===== src/rtl/pmd_pkg.sv =====
package pmd_pkg;

	localparam int KEY_DIGITS_DEF    = 10;
	localparam int MAX_GROUP_LEN_DEF = 5;
	localparam int KEY_DIGITS_MAX    = 16;

	localparam int KEY_W   = 20;
	localparam int LEN_W   = 4;
	localparam int DIGIT_W = 4;
	localparam int CHAR_W  = 7;
	localparam int CFG_IDX_W = 1;
	localparam int CFG_DATA_W = KEY_W;

	localparam logic [KEY_W-1:0] KEY_ELEMENTS_RESET = 20'd149796;
	localparam logic [LEN_W-1:0] KEY_LENGTH_RESET   = 4'd10;

	localparam logic [CFG_IDX_W-1:0] CFG_KEY_ELEMENTS = 1'b0;
	localparam logic [CFG_IDX_W-1:0] CFG_KEY_LENGTH   = 1'b1;

	localparam logic [CHAR_W-1:0] UNKNOWN_CHAR = 7'd63;

	typedef enum logic [1:0] {
		ELEM_DOT   = 2'd0,
		ELEM_DASH  = 2'd1,
		ELEM_SPACE = 2'd2
	} elem_t;

	typedef struct packed {
		logic              produce;
		logic [CHAR_W-1:0] plain_char;
		logic              char_valid;
		logic              message_end;
	} res_t;

	function automatic logic [CHAR_W-1:0] morse_lookup(input logic [3:0] count,
		input logic [4:0] bits);
		logic [CHAR_W-1:0] ch;
		ch = UNKNOWN_CHAR;
		case (count)
			4'd1: begin
				case (bits)
					5'd0:    ch = 7'("E");
					5'd1:    ch = 7'("T");
					default: ch = UNKNOWN_CHAR;
				endcase
			end
			4'd2: begin
				case (bits)
					5'd0:    ch = 7'("I");
					5'd1:    ch = 7'("N");
					5'd2:    ch = 7'("A");
					5'd3:    ch = 7'("M");
					default: ch = UNKNOWN_CHAR;
				endcase
			end
			4'd3: begin
				case (bits)
					5'd0:    ch = 7'("S");
					5'd1:    ch = 7'("D");
					5'd2:    ch = 7'("R");
					5'd3:    ch = 7'("G");
					5'd4:    ch = 7'("U");
					5'd5:    ch = 7'("K");
					5'd6:    ch = 7'("W");
					5'd7:    ch = 7'("O");
					default: ch = UNKNOWN_CHAR;
				endcase
			end
			4'd4: begin
				case (bits)
					5'd0:    ch = 7'("H");
					5'd1:    ch = 7'("B");
					5'd2:    ch = 7'("L");
					5'd3:    ch = 7'("Z");
					5'd4:    ch = 7'("F");
					5'd5:    ch = 7'("C");
					5'd6:    ch = 7'("P");
					5'd8:    ch = 7'("V");
					5'd9:    ch = 7'("X");
					5'd11:   ch = 7'("Q");
					5'd13:   ch = 7'("Y");
					5'd14:   ch = 7'("J");
					default: ch = UNKNOWN_CHAR;
				endcase
			end
			4'd5: begin
				case (bits)
					5'd0:    ch = 7'("5");
					5'd1:    ch = 7'("6");
					5'd3:    ch = 7'("7");
					5'd7:    ch = 7'("8");
					5'd15:   ch = 7'("9");
					5'd16:   ch = 7'("4");
					5'd24:   ch = 7'("3");
					5'd28:   ch = 7'("2");
					5'd30:   ch = 7'("1");
					5'd31:   ch = 7'("0");
					default: ch = UNKNOWN_CHAR;
				endcase
			end
			default: ch = UNKNOWN_CHAR;
		endcase
		return ch;
	endfunction

endpackage


===== src/rtl/pmd_elem.sv =====
module pmd_elem #(
	parameter int KEY_DIGITS = pmd_pkg::KEY_DIGITS_DEF
) (
	input  logic [pmd_pkg::KEY_W-1:0]   key_elements,
	input  logic [pmd_pkg::LEN_W-1:0]   key_length,
	input  logic [pmd_pkg::DIGIT_W-1:0] digit,
	output pmd_pkg::elem_t              elem
);

	localparam int EXT_W = 2 * pmd_pkg::KEY_DIGITS_MAX;
	localparam int CMP_W = pmd_pkg::LEN_W + 1;

	logic [EXT_W-1:0] key_ext;
	logic [CMP_W-1:0] len_eff;
	logic [1:0]       pair;

	assign key_ext = {{(EXT_W - pmd_pkg::KEY_W){1'b0}}, key_elements};
	assign len_eff = ({1'b0, key_length} > CMP_W'(KEY_DIGITS)) ? CMP_W'(KEY_DIGITS)
		: {1'b0, key_length};
	assign pair = key_ext[{digit, 1'b0} +: 2];

	always_comb begin
		if ({1'b0, digit} >= len_eff || pair[1]) begin
			elem = pmd_pkg::ELEM_SPACE;
		end else if (pair[0]) begin
			elem = pmd_pkg::ELEM_DASH;
		end else begin
			elem = pmd_pkg::ELEM_DOT;
		end
	end

endmodule


===== src/rtl/pmd_group.sv =====
module pmd_group #(
	parameter int MAX_GROUP_LEN = pmd_pkg::MAX_GROUP_LEN_DEF
) (
	input  logic           clk,
	input  logic           arst_n,
	input  logic           step,
	input  pmd_pkg::elem_t elem,
	input  logic           last,
	output pmd_pkg::res_t  res
);

	localparam int CNT_W = $clog2(MAX_GROUP_LEN + 1);

	logic [MAX_GROUP_LEN-1:0] elements_q, elements_upd;
	logic [CNT_W-1:0]         count_q, count_upd;
	logic                     overflow_q, overflow_upd;
	logic                     close;
	logic                     have;
	logic [pmd_pkg::CHAR_W-1:0] ch;

	always_comb begin
		elements_upd = elements_q;
		count_upd    = count_q;
		overflow_upd = overflow_q;
		if (elem != pmd_pkg::ELEM_SPACE) begin
			if (count_q < CNT_W'(MAX_GROUP_LEN)) begin
				elements_upd[count_q[$clog2(MAX_GROUP_LEN)-1:0]] =
					(elem == pmd_pkg::ELEM_DASH);
				count_upd = count_q + CNT_W'(1);
			end else begin
				overflow_upd = 1'b1;
			end
		end
	end

	assign close = (elem == pmd_pkg::ELEM_SPACE) || last;
	assign have  = close && (count_upd != '0);
	assign ch    = overflow_upd ? pmd_pkg::UNKNOWN_CHAR
		: pmd_pkg::morse_lookup(4'(count_upd), elements_upd[4:0]);

	always_comb begin
		res.produce     = have || last;
		res.plain_char  = have ? ch : '0;
		res.char_valid  = have;
		res.message_end = last;
	end

	always_ff @(posedge clk or negedge arst_n) begin
		if (!arst_n) begin
			elements_q <= '0;
			count_q    <= '0;
			overflow_q <= 1'b0;
		end else if (step) begin
			if (close) begin
				elements_q <= '0;
				count_q    <= '0;
				overflow_q <= 1'b0;
			end else begin
				elements_q <= elements_upd;
				count_q    <= count_upd;
				overflow_q <= overflow_upd;
			end
		end
	end

endmodule


===== src/rtl/pollux_morse_decrypt_core.sv =====
// Pollux cipher decoder: one cipher digit per input transfer, Morse characters out.
// Input channel (in_valid/in_ready) carries cipher_digit and message_last.
// Output channel (out_valid/out_ready) carries plain_char, char_valid, message_end.
// Configuration channel (cfg_valid/cfg_ready, always ready) writes key_elements
// at index 0 and key_length at index 1; write it only while the block is idle.
// A digit enters an input register, then the key lookup, group update and
// Morse table lookup run combinationally into the result register.
// Throughput: one digit per cycle while the receiver takes results; digits that
// only add a dot or dash, or repeat a letter space, give no result.
// A stalled receiver holds the result register; the input register then fills
// and in_ready drops until the result is taken.
// Reset clears the pending group, both stages and restores the key defaults.
// The item with message_last always gives a result with message_end set.
module pollux_morse_decrypt_core #(
	parameter int KEY_DIGITS    = pmd_pkg::KEY_DIGITS_DEF,
	parameter int MAX_GROUP_LEN = pmd_pkg::MAX_GROUP_LEN_DEF
) (
	input  logic                          clk,
	input  logic                          arst_n,
	input  logic                          in_valid,
	output logic                          in_ready,
	input  logic [pmd_pkg::DIGIT_W-1:0]   cipher_digit,
	input  logic                          message_last,
	output logic                          out_valid,
	input  logic                          out_ready,
	output logic [pmd_pkg::CHAR_W-1:0]    plain_char,
	output logic                          char_valid,
	output logic                          message_end,
	input  logic                          cfg_valid,
	output logic                          cfg_ready,
	input  logic [pmd_pkg::CFG_IDX_W-1:0] cfg_index,
	input  logic [pmd_pkg::CFG_DATA_W-1:0] cfg_data
);

	logic [pmd_pkg::KEY_W-1:0]   key_elements_q;
	logic [pmd_pkg::LEN_W-1:0]   key_length_q;
	logic                        valid_s1;
	logic [pmd_pkg::DIGIT_W-1:0] digit_s1;
	logic                        last_s1;
	logic                        advance;
	pmd_pkg::elem_t              elem;
	pmd_pkg::res_t               res;
	logic                        out_valid_q;
	logic [pmd_pkg::CHAR_W-1:0]  plain_char_q;
	logic                        char_valid_q;
	logic                        message_end_q;

	assign cfg_ready = 1'b1;

	always_ff @(posedge clk or negedge arst_n) begin
		if (!arst_n) begin
			key_elements_q <= pmd_pkg::KEY_ELEMENTS_RESET;
			key_length_q   <= pmd_pkg::KEY_LENGTH_RESET;
		end else if (cfg_valid) begin
			case (cfg_index)
				pmd_pkg::CFG_KEY_ELEMENTS: key_elements_q <= cfg_data;
				pmd_pkg::CFG_KEY_LENGTH:   key_length_q <= cfg_data[pmd_pkg::LEN_W-1:0];
				default: ;
			endcase
		end
	end

	assign advance  = valid_s1 && (!out_valid_q || out_ready);
	assign in_ready = !valid_s1 || advance;

	always_ff @(posedge clk or negedge arst_n) begin
		if (!arst_n) begin
			valid_s1 <= 1'b0;
		end else if (in_ready) begin
			valid_s1 <= in_valid;
		end
	end

	always_ff @(posedge clk) begin
		if (in_ready && in_valid) begin
			digit_s1 <= cipher_digit;
			last_s1  <= message_last;
		end
	end

	pmd_elem #(
		.KEY_DIGITS(KEY_DIGITS)
	) u_elem (
		.key_elements(key_elements_q),
		.key_length  (key_length_q),
		.digit       (digit_s1),
		.elem        (elem)
	);

	pmd_group #(
		.MAX_GROUP_LEN(MAX_GROUP_LEN)
	) u_group (
		.clk   (clk),
		.arst_n(arst_n),
		.step  (advance),
		.elem  (elem),
		.last  (last_s1),
		.res   (res)
	);

	always_ff @(posedge clk or negedge arst_n) begin
		if (!arst_n) begin
			out_valid_q <= 1'b0;
		end else if (advance && res.produce) begin
			out_valid_q <= 1'b1;
		end else if (out_ready) begin
			out_valid_q <= 1'b0;
		end
	end

	always_ff @(posedge clk) begin
		if (advance && res.produce) begin
			plain_char_q  <= res.plain_char;
			char_valid_q  <= res.char_valid;
			message_end_q <= res.message_end;
		end
	end

	assign out_valid   = out_valid_q;
	assign plain_char  = plain_char_q;
	assign char_valid  = char_valid_q;
	assign message_end = message_end_q;

	a_stall_cause: assert property (@(posedge clk) disable iff (!arst_n)
		!in_ready |-> (valid_s1 && out_valid && !out_ready))
		else $error("input stalled without a held result");

	a_empty_end: assert property (@(posedge clk) disable iff (!arst_n)
		(out_valid && !char_valid) |-> (message_end && plain_char == '0))
		else $error("result without character must be an empty end marker");

	a_char_nonzero: assert property (@(posedge clk) disable iff (!arst_n)
		(out_valid && char_valid) |-> (plain_char != '0))
		else $error("decoded character is zero");

	a_last_gives_result: assert property (@(posedge clk) disable iff (!arst_n)
		(advance && last_s1) |=> (out_valid && message_end))
		else $error("last digit gave no end result");

endmodule


===== config.mk =====
export PLATFORM = sky130hd
export DESIGN_NAME = pollux_morse_decrypt_core
export DESIGN_NICKNAME = d
export VERILOG_FILES = /design/src/rtl/pmd_pkg.sv /design/src/rtl/pmd_elem.sv /design/src/rtl/pmd_group.sv /design/src/rtl/pollux_morse_decrypt_core.sv
export SDC_FILE = /design/constraint.sdc
export NUM_CORES = 1
export LEC_CHECK = 0
export BUFFER_PORTS_ARGS = -buffer_cell sky130_fd_sc_hd__buf_2
export CORE_MARGIN = 4
export CORE_UTILIZATION = 30
export CTS_CLUSTER_DIAMETER = 100
export CTS_CLUSTER_SIZE = 25
export DETAILED_ROUTE_END_ITERATION = 16
export HOLD_SLACK_MARGIN = 0.05
export PLACE_DENSITY = 0.53
export SYNTH_ARGS = -nofsm -noshare
export SYNTH_HDL_FRONTEND = slang
export SYNTH_SLANG_ARGS = --single-unit

===== constraint.sdc =====
create_clock -name clk -period 12 [get_ports clk]
set_input_delay 1.8 -clock clk [delete_from_list [all_inputs] [get_ports clk]]
set_output_delay 1.8 -clock clk [all_outputs]
set_load 0.01 [all_outputs]

==> key figures, run 1 <==
Hold path
  • Worst hold path depth: 1
  • Hold Path End: key_elements_q[13]
  • Hold WC Path Type: register to register
  • Min-delay src: key_elements_q[13]

Global routing
  • Number of global-route vias before repair: 2601
  • Grt ovf: 0
  • Pin count of the biggest net entering global routing: 36
  • First-pass GRT wire length: 13480 um
  • Initial antenna violation count: 0
  • GRT Overall Usage: 13.22%

Die
  • Vert. Die Dim: 111.1 um
  • Ports: 43
  • Starting Density: 30.92%
  • Core box area: 10320 um2
  • Rows: 37
  • DIE AREA: 12350 um2
  • DIE WIDTH: 111.1 um

Finish
  • Non-filler cells, final: 488
  • Layout Nets: 392
  • # fillers: 1045
  • Post-route cell area: 3591 um2
  • Most frequent cells in the layout: buf_2, mux2_2, dfrtp_1
  • N_diodes: 0
  • Commonest non-fill, non-tap cell in the layout: buf_2
  • Layout area overhead: 12.50%
  • Share of cells above drive strength 1: 29.26%

Worst setup path
  • CP bufs+invs: 3
  • R2r startpoint: digit_s1[0]
  • R2R Path End: plain_char[1]
  • R2R depth: 17
  • Worst setup SP type: register
  • Worst-path maximum fanout: 13
  • CP peak stage delay: 720 ps
  • Crit Path Class: register to register
  • Slowest CP cell: nor2_1
  • R2R Setup Slk: 7040 ps
  • CP arrival: 5110 ps
  • CP cell instances: inv_1 -> ha_1 -> nand2b_1 -> a211oi_1 -> o21ai_0 -> buf_4 -> o41a_1 -> nor2_1 -> inv_1 -> ha_1 -> or2_2 -> nor3_1 -> nor2_1 -> and4_1 -> o21ai_0 -> nor4_1 -> a21oi_1
  • CP endpoint kind: register
  • Required @ worst endpoint: 12150 ps
  • Delay-heaviest family, CP: simple AND/OR/NAND/NOR gates

Place
  • Routability Congestion: 0.8808
  • Placed insts: 480
  • Pre-CTS WS: 7151 ps
  • Cell area after placement: 3482 um2
  • IO Port Bufs: 41
  • Post-DP HPWL: 5962 um

Power
  • Worst IR Drop VDD: 0.06541 mV
  • Pwr dens: 189.8 nW/um2
  • Pleak: 1.446 nW

Timing
  • Setup ws final: 7042 ps
  • Final Hold Vio Count: 0
  • Unrepaired setup endpoints after global routing: no
  • Final setup vio count: 0
  • Final TNS setup: 0 ps
  • Period utilization: 41.32%
  • Clock skew after layout: 13.44 ps
  • Slew Limit Fails: 0
  • Headroom to the max-slew limit: 33.59%
  • Worst Tran Pin Value: 991.7 ps
  • Post-layout min period: 4958 ps
  • Fmax: 201.7 MHz

Synthesis
  • Post-Syn Area per Cell: 9.912 um2
  • EDFF count, synth: 14
  • Ys async rst share: 71.43%
  • Synth Register Bits: 49
  • Synth area leaders: dfrtp_1, edfxtp_1, mux2_2
  • Yosys top cell by area: dfrtp_1
  • Post-synthesis sequential area ratio: 40.93%
  • Syn nets: 363
  • Number of distinct library cells after synthesis: 65
  • Top cell type's share of synthesized area: 21.17%
  • Warnings, synthesis: 0
  • Syn Inst Count: 322
  • Top_reg_cell synth: dfrtp_1
  • Synthesized area: 3192 um2

Clocking
  • Num CTS Buffers: 5
  • CTS H-tree depth: 2
  • CTS Root Cell: clkbuf_8
  • Worst skew pair latency: 310 ps
  • CTS tree: done
  • Clk sinks: 49
  • CTS Hold Bufs: 0
  • Postcts setup bufs: 0
  • Worst-case clock buffer depth: 2
  • Clock Pin Slew Worst Setup and Hold Paths: 100 ps
  • Cts repair resizes: 0

Routing
  • Final ANT Viol Nets: 0
  • DR iter-0 viols: 184
  • DRC violation count after routing: 0
  • TritonRoute pass-1 iters: 5
  • Vias per cell: 5.434
  • Routed vias: 2652
  • Routed WL: 8025 um
  • Routed wire per std cell: 16.44 um

Outcome
  • Status: finished, final reports clean

Run
  • Number of max-cap violations: 0
## synthesized netlist by cell type (4+ instances only)
library cell   n
nor3_1         7
nor2b_1        4
nand2_1       19
mux2i_1        7
edfxtp_1      14
nand2b_1       4
mux2_2        29
dfrtp_1       27
a21oi_1       21
ha_1          10
nor4_1         6
buf_2          4
nor2_1        26
a31oi_1        9
inv_1         15
o31ai_1        5
clkbuf_1      12
o21ai_0       15
a211oi_1       6
dfstp_2        8
## how the worst max path moves through the flow
stage | start | end | slack (ps) | cells past startpoint
finish | digit_s1[0] | plain_char[1] | 7040 | 17
global route | digit_s1[0] | plain_char[1] | 6640 | 17
CTS | digit_s1[0] | plain_char[1] | 7100 | 17
detailed placement | digit_s1[0] | plain_char[1] | 7150 | 17
global placement | key_length_q[3] | plain_char[1] | 7260 | 18
floorplan | key_length_q[3] | plain_char[1] | 8140 | 18
## kinds of logic (layout without fill, tap and decap cells)
kind of cell | count (synthesis) | after routing | synth area share (%)
XOR/XNOR | 2 | 2 | 0.5489
other | 1 | 1 | 0.1175
AND/OR/NAND/NOR | 92 | 92 | 15.25
flip-flops | 49 | 49 | 40.93
buffers and inverters | 36 | 66 | 4.978
AO/OA/AOI/OAI | 93 | 93 | 20.07
multiplexers | 39 | 39 | 14.19
adder cells (fa/ha/maj) | 10 | 10 | 3.920
## layout make-up
| class | count | area [um2] | area share, % |
|---|---|---|---|
| clock buffer | 6 | 93.84 | 2.613 |
| clock inverter | 2 | 15.01 | 0.4181 |
| inverter | 15 | 56.30 | 1.568 |
| multi-input combinational | 237 | 1729 | 48.15 |
| sequential | 49 | 1306 | 36.38 |
| tap | 136 | 170.2 | 4.739 |
| timing repair buffer | 43 | 220.2 | 6.132 |
## power breakdown
group	total, mW	switching (mW)	leakage [nW]	internal (mW)
combinational	0.323	0.195	0.836	0.128
clock	0.114	0.0595	0.0569	0.0543
sequential	0.245	0.0262	0.554	0.218
total	0.682	0.281	1.45	0.401
## per-stage QoR
step / utilization (%) / hold WS (ps) / total power [mW]
after global routing: 34.78 / 524.9 / 0.7304
after detailed placement: 33.73 / 488.6 / 0.5650
after floorplan: - / 467.9 / 0.4805
after global placement: 33.73 / 489.4 / 0.5662
final: 34.78 / 516.1 / 0.6816
after CTS: 34.78 / 517.2 / 0.6810
## routing by layer
layer | global-route usage, % | wire, um | up-vias
met4 | 3.974 | 114 | 0
li1 | - | - | 1261
met1 | 19.18 | 3888 | 1256
met5 | 0 | 0 | -
met3 | 3.111 | 550 | 11
met2 | 19.50 | 3472 | 124
## flip-flops by register name, indices dropped and copies added (netlist names)
name,cells
u_group.elements_q,5
out_valid,1
key_elements_q,20
key_length_q,4
u_group.count_q,3
message_end,1
char_valid,1
digit_s1,4
valid_s1,1
plain_char,7
u_group.overflow_q,1
last_s1,1
Note: power is estimated with default switching activity, not from simulation.
==> run 2: changes to the inputs <==
--- a/config.mk
+++ b/config.mk
@@ -5,6 +5,7 @@
 export SDC_FILE = /design/constraint.sdc
 export NUM_CORES = 1
 export LEC_CHECK = 0
+export ABC_AREA = 1
 export BUFFER_PORTS_ARGS = -buffer_cell sky130_fd_sc_hd__buf_2
 export CORE_MARGIN = 4
 export CORE_UTILIZATION = 30
@@ -12,7 +13,7 @@
 export CTS_CLUSTER_SIZE = 25
 export DETAILED_ROUTE_END_ITERATION = 16
 export HOLD_SLACK_MARGIN = 0.05
-export PLACE_DENSITY = 0.53
+export PLACE_DENSITY = 0.55
 export SYNTH_ARGS = -nofsm -noshare
 export SYNTH_HDL_FRONTEND = slang
 export SYNTH_SLANG_ARGS = --single-unit
==> constraint.sdc (replaced) <==
create_clock -name clk -period 4.5 [get_ports clk]
set_input_delay 0.675 -clock clk [delete_from_list [all_inputs] [get_ports clk]]
set_output_delay 0.675 -clock clk [all_outputs]
set_load 0.01 [all_outputs]
==> key figures, run 2 <==
Outcome
  • Status: finished, final reports clean

Synthesis
  • Most numerous cell in the Yosys netlist: nand2_1
  • Top cell type's share of synthesized area: 21.00% (-0.17 points)
  • Yosys top cell by area: dfrtp_1
  • Syn nets: 469 (+29%)
  • Post-Syn Area per Cell: 7.519 um2 (-24%)
  • Syn Inst Count: 428 (+33%)
  • Ys async rst share: 71.43% (unchanged)
  • Synth top cells by count: nand2_1, inv_1, nor2_1
  • Warnings, synthesis: 0 (unchanged)
  • Synth Register Bits: 49 (unchanged)
  • EDFF count, synth: 14 (unchanged)
  • Synthesized area: 3218 um2 (+0.82%)
  • Post-synthesis sequential area ratio: 40.59% (-0.33 points)
  • Number of distinct library cells after synthesis: 35 (-46%)
  • Synth area leaders: dfrtp_1, nand2_1, edfxtp_1
  • Top_reg_cell synth: dfrtp_1

Timing
  • Fmax: 276.1 MHz (+37%)
  • Headroom to the max-slew limit: 35.69% (+2.1 points)
  • Setup ws final: 878.4 ps (-6163 ps)
  • Final TNS setup: 0 ps (unchanged)
  • Final setup vio count: 0 (unchanged)
  • Clock skew after layout: 8.830 ps (-4.613 ps)
  • Unrepaired setup endpoints after global routing: no
  • Worst Tran Pin Value: 962.3 ps (-29.43 ps)
  • Final hold slack: 428.4 ps (-87.69 ps)
  • Period utilization: 80.48% (+39 points)
  • Final Hold Vio Count: 0 (unchanged)
  • Slew Limit Fails: 0 (unchanged)
  • Post-layout min period: 3622 ps (-1337 ps)

Power
  • Pwr dens: 391.7 nW/um2 (+110%)
  • Pleak: 1.796 nW (+24%)
  • Worst IR Drop VDD: 0.1215 mV (+86%)
  • Total power: 1.427 mW (+110%)

Worst setup path
  • R2R Setup Slk: 880 ps (-6160 ps)
  • CP arrival: 3700 ps (-1410 ps)
  • Delay-heaviest family, CP: simple AND/OR/NAND/NOR gates
  • R2r startpoint: digit_s1[0]
  • CP peak stage delay: 610 ps (-110 ps)
  • Required @ worst endpoint: 4580 ps (-7570 ps)
  • CP cell instances: inv_2 -> ha_1 -> inv_1 -> nand2_1 -> nand2_1 -> nand2_1 -> nand2_1 -> nand2_1 -> nand2_1 -> nand2_2 -> nor2_8 -> nand2_1 -> nand2_1 -> nand2_1 -> inv_1 -> ha_1 -> inv_1 -> nor2_2 -> nand3_1 -> nand2_1 -> nand3b_1 -> nand2_1 -> nor2_1 -> nor2_1
  • Worst-path maximum fanout: 14 (+1)
  • Crit-path most repeated cell: nand2_1
  • Crit Path Class: register to register
  • CP endpoint kind: register
  • Worst setup SP type: register
  • R2R depth: 24 (+7)
  • Slowest CP cell: edfxtp_1
  • CP bufs+invs: 4 (+1)
  • R2R Path End: plain_char[0]

Routing
  • Routed vias: 2838 (+7.0%)
  • TritonRoute pass-1 iters: 5 (unchanged)
  • Vias per cell: 4.683 (-14%)
  • Routed WL: 7961 um (-0.80%)
  • Final ANT Viol Nets: 0 (unchanged)
  • Routed wire per std cell: 13.14 um (-20%)
  • DR iter-0 viols: 244 (+33%)
  • DRC violation count after routing: 0 (unchanged)

Finish
  • Max reg flops: 20 (unchanged)
  • Layout area overhead: 13.18%
  • Share of cells above drive strength 1: 23.40% (-5.9 points)
  • Layout Nets: 510 (+30%)
  • Largest Register: key_elements_q
  • Non-filler cells, final: 606 (+24%)
  • Commonest non-fill, non-tap cell in the layout: nand2_1
  • Most frequent cells in the layout: nand2_1, inv_1, nor2_1
  • N_diodes: 0 (unchanged)

Die
  • Vert. Die Dim: 111.6 um (+0.38%)
  • Starting Density: 31.03% (+0.12 points)
  • Ports: 43 (unchanged)
  • Rows: 37 (unchanged)
  • Core box area: 10370 um2 (+0.45%)
  • DIE AREA: 12450 um2 (+0.77%)
  • DIE WIDTH: 111.6 um (+0.38%)

Global routing
  • First-pass GRT wire length: 13890 um (+3.0%)
  • Pin count of the biggest net entering global routing: 36 (unchanged)
  • Grt ovf: 0 (unchanged)
  • Number of global-route vias before repair: 2851 (+9.6%)
  • Met1 usage: 19.43% (+0.25 points)
  • Initial antenna violation count: 0 (unchanged)
  • GRT Overall Usage: 13.65% (+0.43 points)
  • Gr busiest metal: met2
  • M3 GR Usage: 2.663% (-0.45 points)
  • Met2 Usage GRT: 21.07% (+1.6 points)

Clocking
  • CTS Hold Bufs: 0 (unchanged)
  • Worst-case clock buffer depth: 2 (unchanged)
  • Worst skew pair latency: 320 ps (about the same)
  • CTS tree: done
  • Cts repair resizes: 0 (unchanged)
  • Num CTS Buffers: 5 (unchanged)
  • Clk sinks: 49 (unchanged)
  • Postcts setup bufs: 0 (unchanged)
  • Clock Pin Slew Worst Setup and Hold Paths: 100 ps (about the same)
  • CTS Root Cell: clkbuf_8
  • CTS H-tree depth: 2 (unchanged)

Place
  • Post-DP HPWL: 6145 um (+3.1%)
  • IO Port Bufs: 41 (unchanged)
  • Placed insts: 598 (+25%)
  • Routability Congestion: 0.9208 (+4.5%)
  • Pre-CTS WS: 896.3 ps (-6255 ps)

Hold path
  • Hold WC Path Type: input pin to asynchronous set/reset pin

Run
  • Number of max-cap violations: 0 (unchanged)
## run 2: worst max-delay path by stage
| stage | to | slack (ps) | cells past startpoint | from |
|---|---|---|---|---|
| floorplan | plain_char[3] | 1420 | 27 | key_length_q[1] |
| global placement | plain_char[4] | 890 | 23 | digit_s1[0] |
| detailed placement | plain_char[4] | 900 | 23 | digit_s1[0] |
| CTS | plain_char[4] | 890 | 23 | digit_s1[0] |
| global route | plain_char[0] | 400 | 24 | digit_s1[0] |
| finish | plain_char[0] | 880 | 24 | digit_s1[0] |
## run 2: final cells by class
cell class	count	area, um2
inverter	60	225.2
fill	1142	6728
multi-input combinational	312	1638
clock buffer	5	68.82
sequential	49	1306
timing repair buffer	41	205.2
clock inverter	3	28.78
tap	136	170.2
## run 2: cells by family (layout without fill, tap and decap cells)
family,count (synthesis),in the layout,synth area share [%]
flops,49,49,40.59
simple gates,229,229,32.31
other cells,1,1,0.1165
xor+xnor,2,2,0.5444
compound gates,60,60,10.54
fa+ha+maj,10,10,3.888
buf+inv,67,109,8.514
mux,10,10,3.499
## run 2: worst reg2reg max path, stage by stage (launching register included)
cell and delay (ps):
edfxtp_1 610, inv_2 160, ha_1 320, inv_1 50, nand2_1 40, nand2_1 50
nand2_1 40, nand2_1 50, nand2_1 90, nand2_1 90, nand2_2 80, nor2_8 180
nand2_1 70, nand2_1 60, nand2_1 160, inv_1 210, ha_1 280, inv_1 70
nor2_2 200, nand3_1 90, nand2_1 120, nand3b_1 130, nand2_1 80, nor2_1 100
nor2_1 50
## run 2: routing by layer
layer | vias to the layer above | share of wire [%]
met5 | - | 0
met4 | 0 | 1.4
met3 | 7 | 4.9
met2 | 66 | 43
met1 | 1300 | 50
li1 | 1465 | -
## run 2: power breakdown
group	switching, mW	total (mW)	internal (mW)	leakage [nW]
registers	0.0391	0.594	0.555	0.556
clock network	0.171	0.288	0.117	0.0506
logic	0.355	0.544	0.190	1.19
## run 2: stage by stage
| step | area [um2] | utilization (%) |
|---|---|---|
| 6_report | 3642 | 35.12 |
| 5_1_grt | 3642 | 35.12 |
| 4_1_cts | 3642 | 35.12 |
| 3_5_place_dp | 3545 | 34.18 |
| 3_3_place_gp | 3545 | 34.18 |
| 2_1_floorplan | 3218 | - |
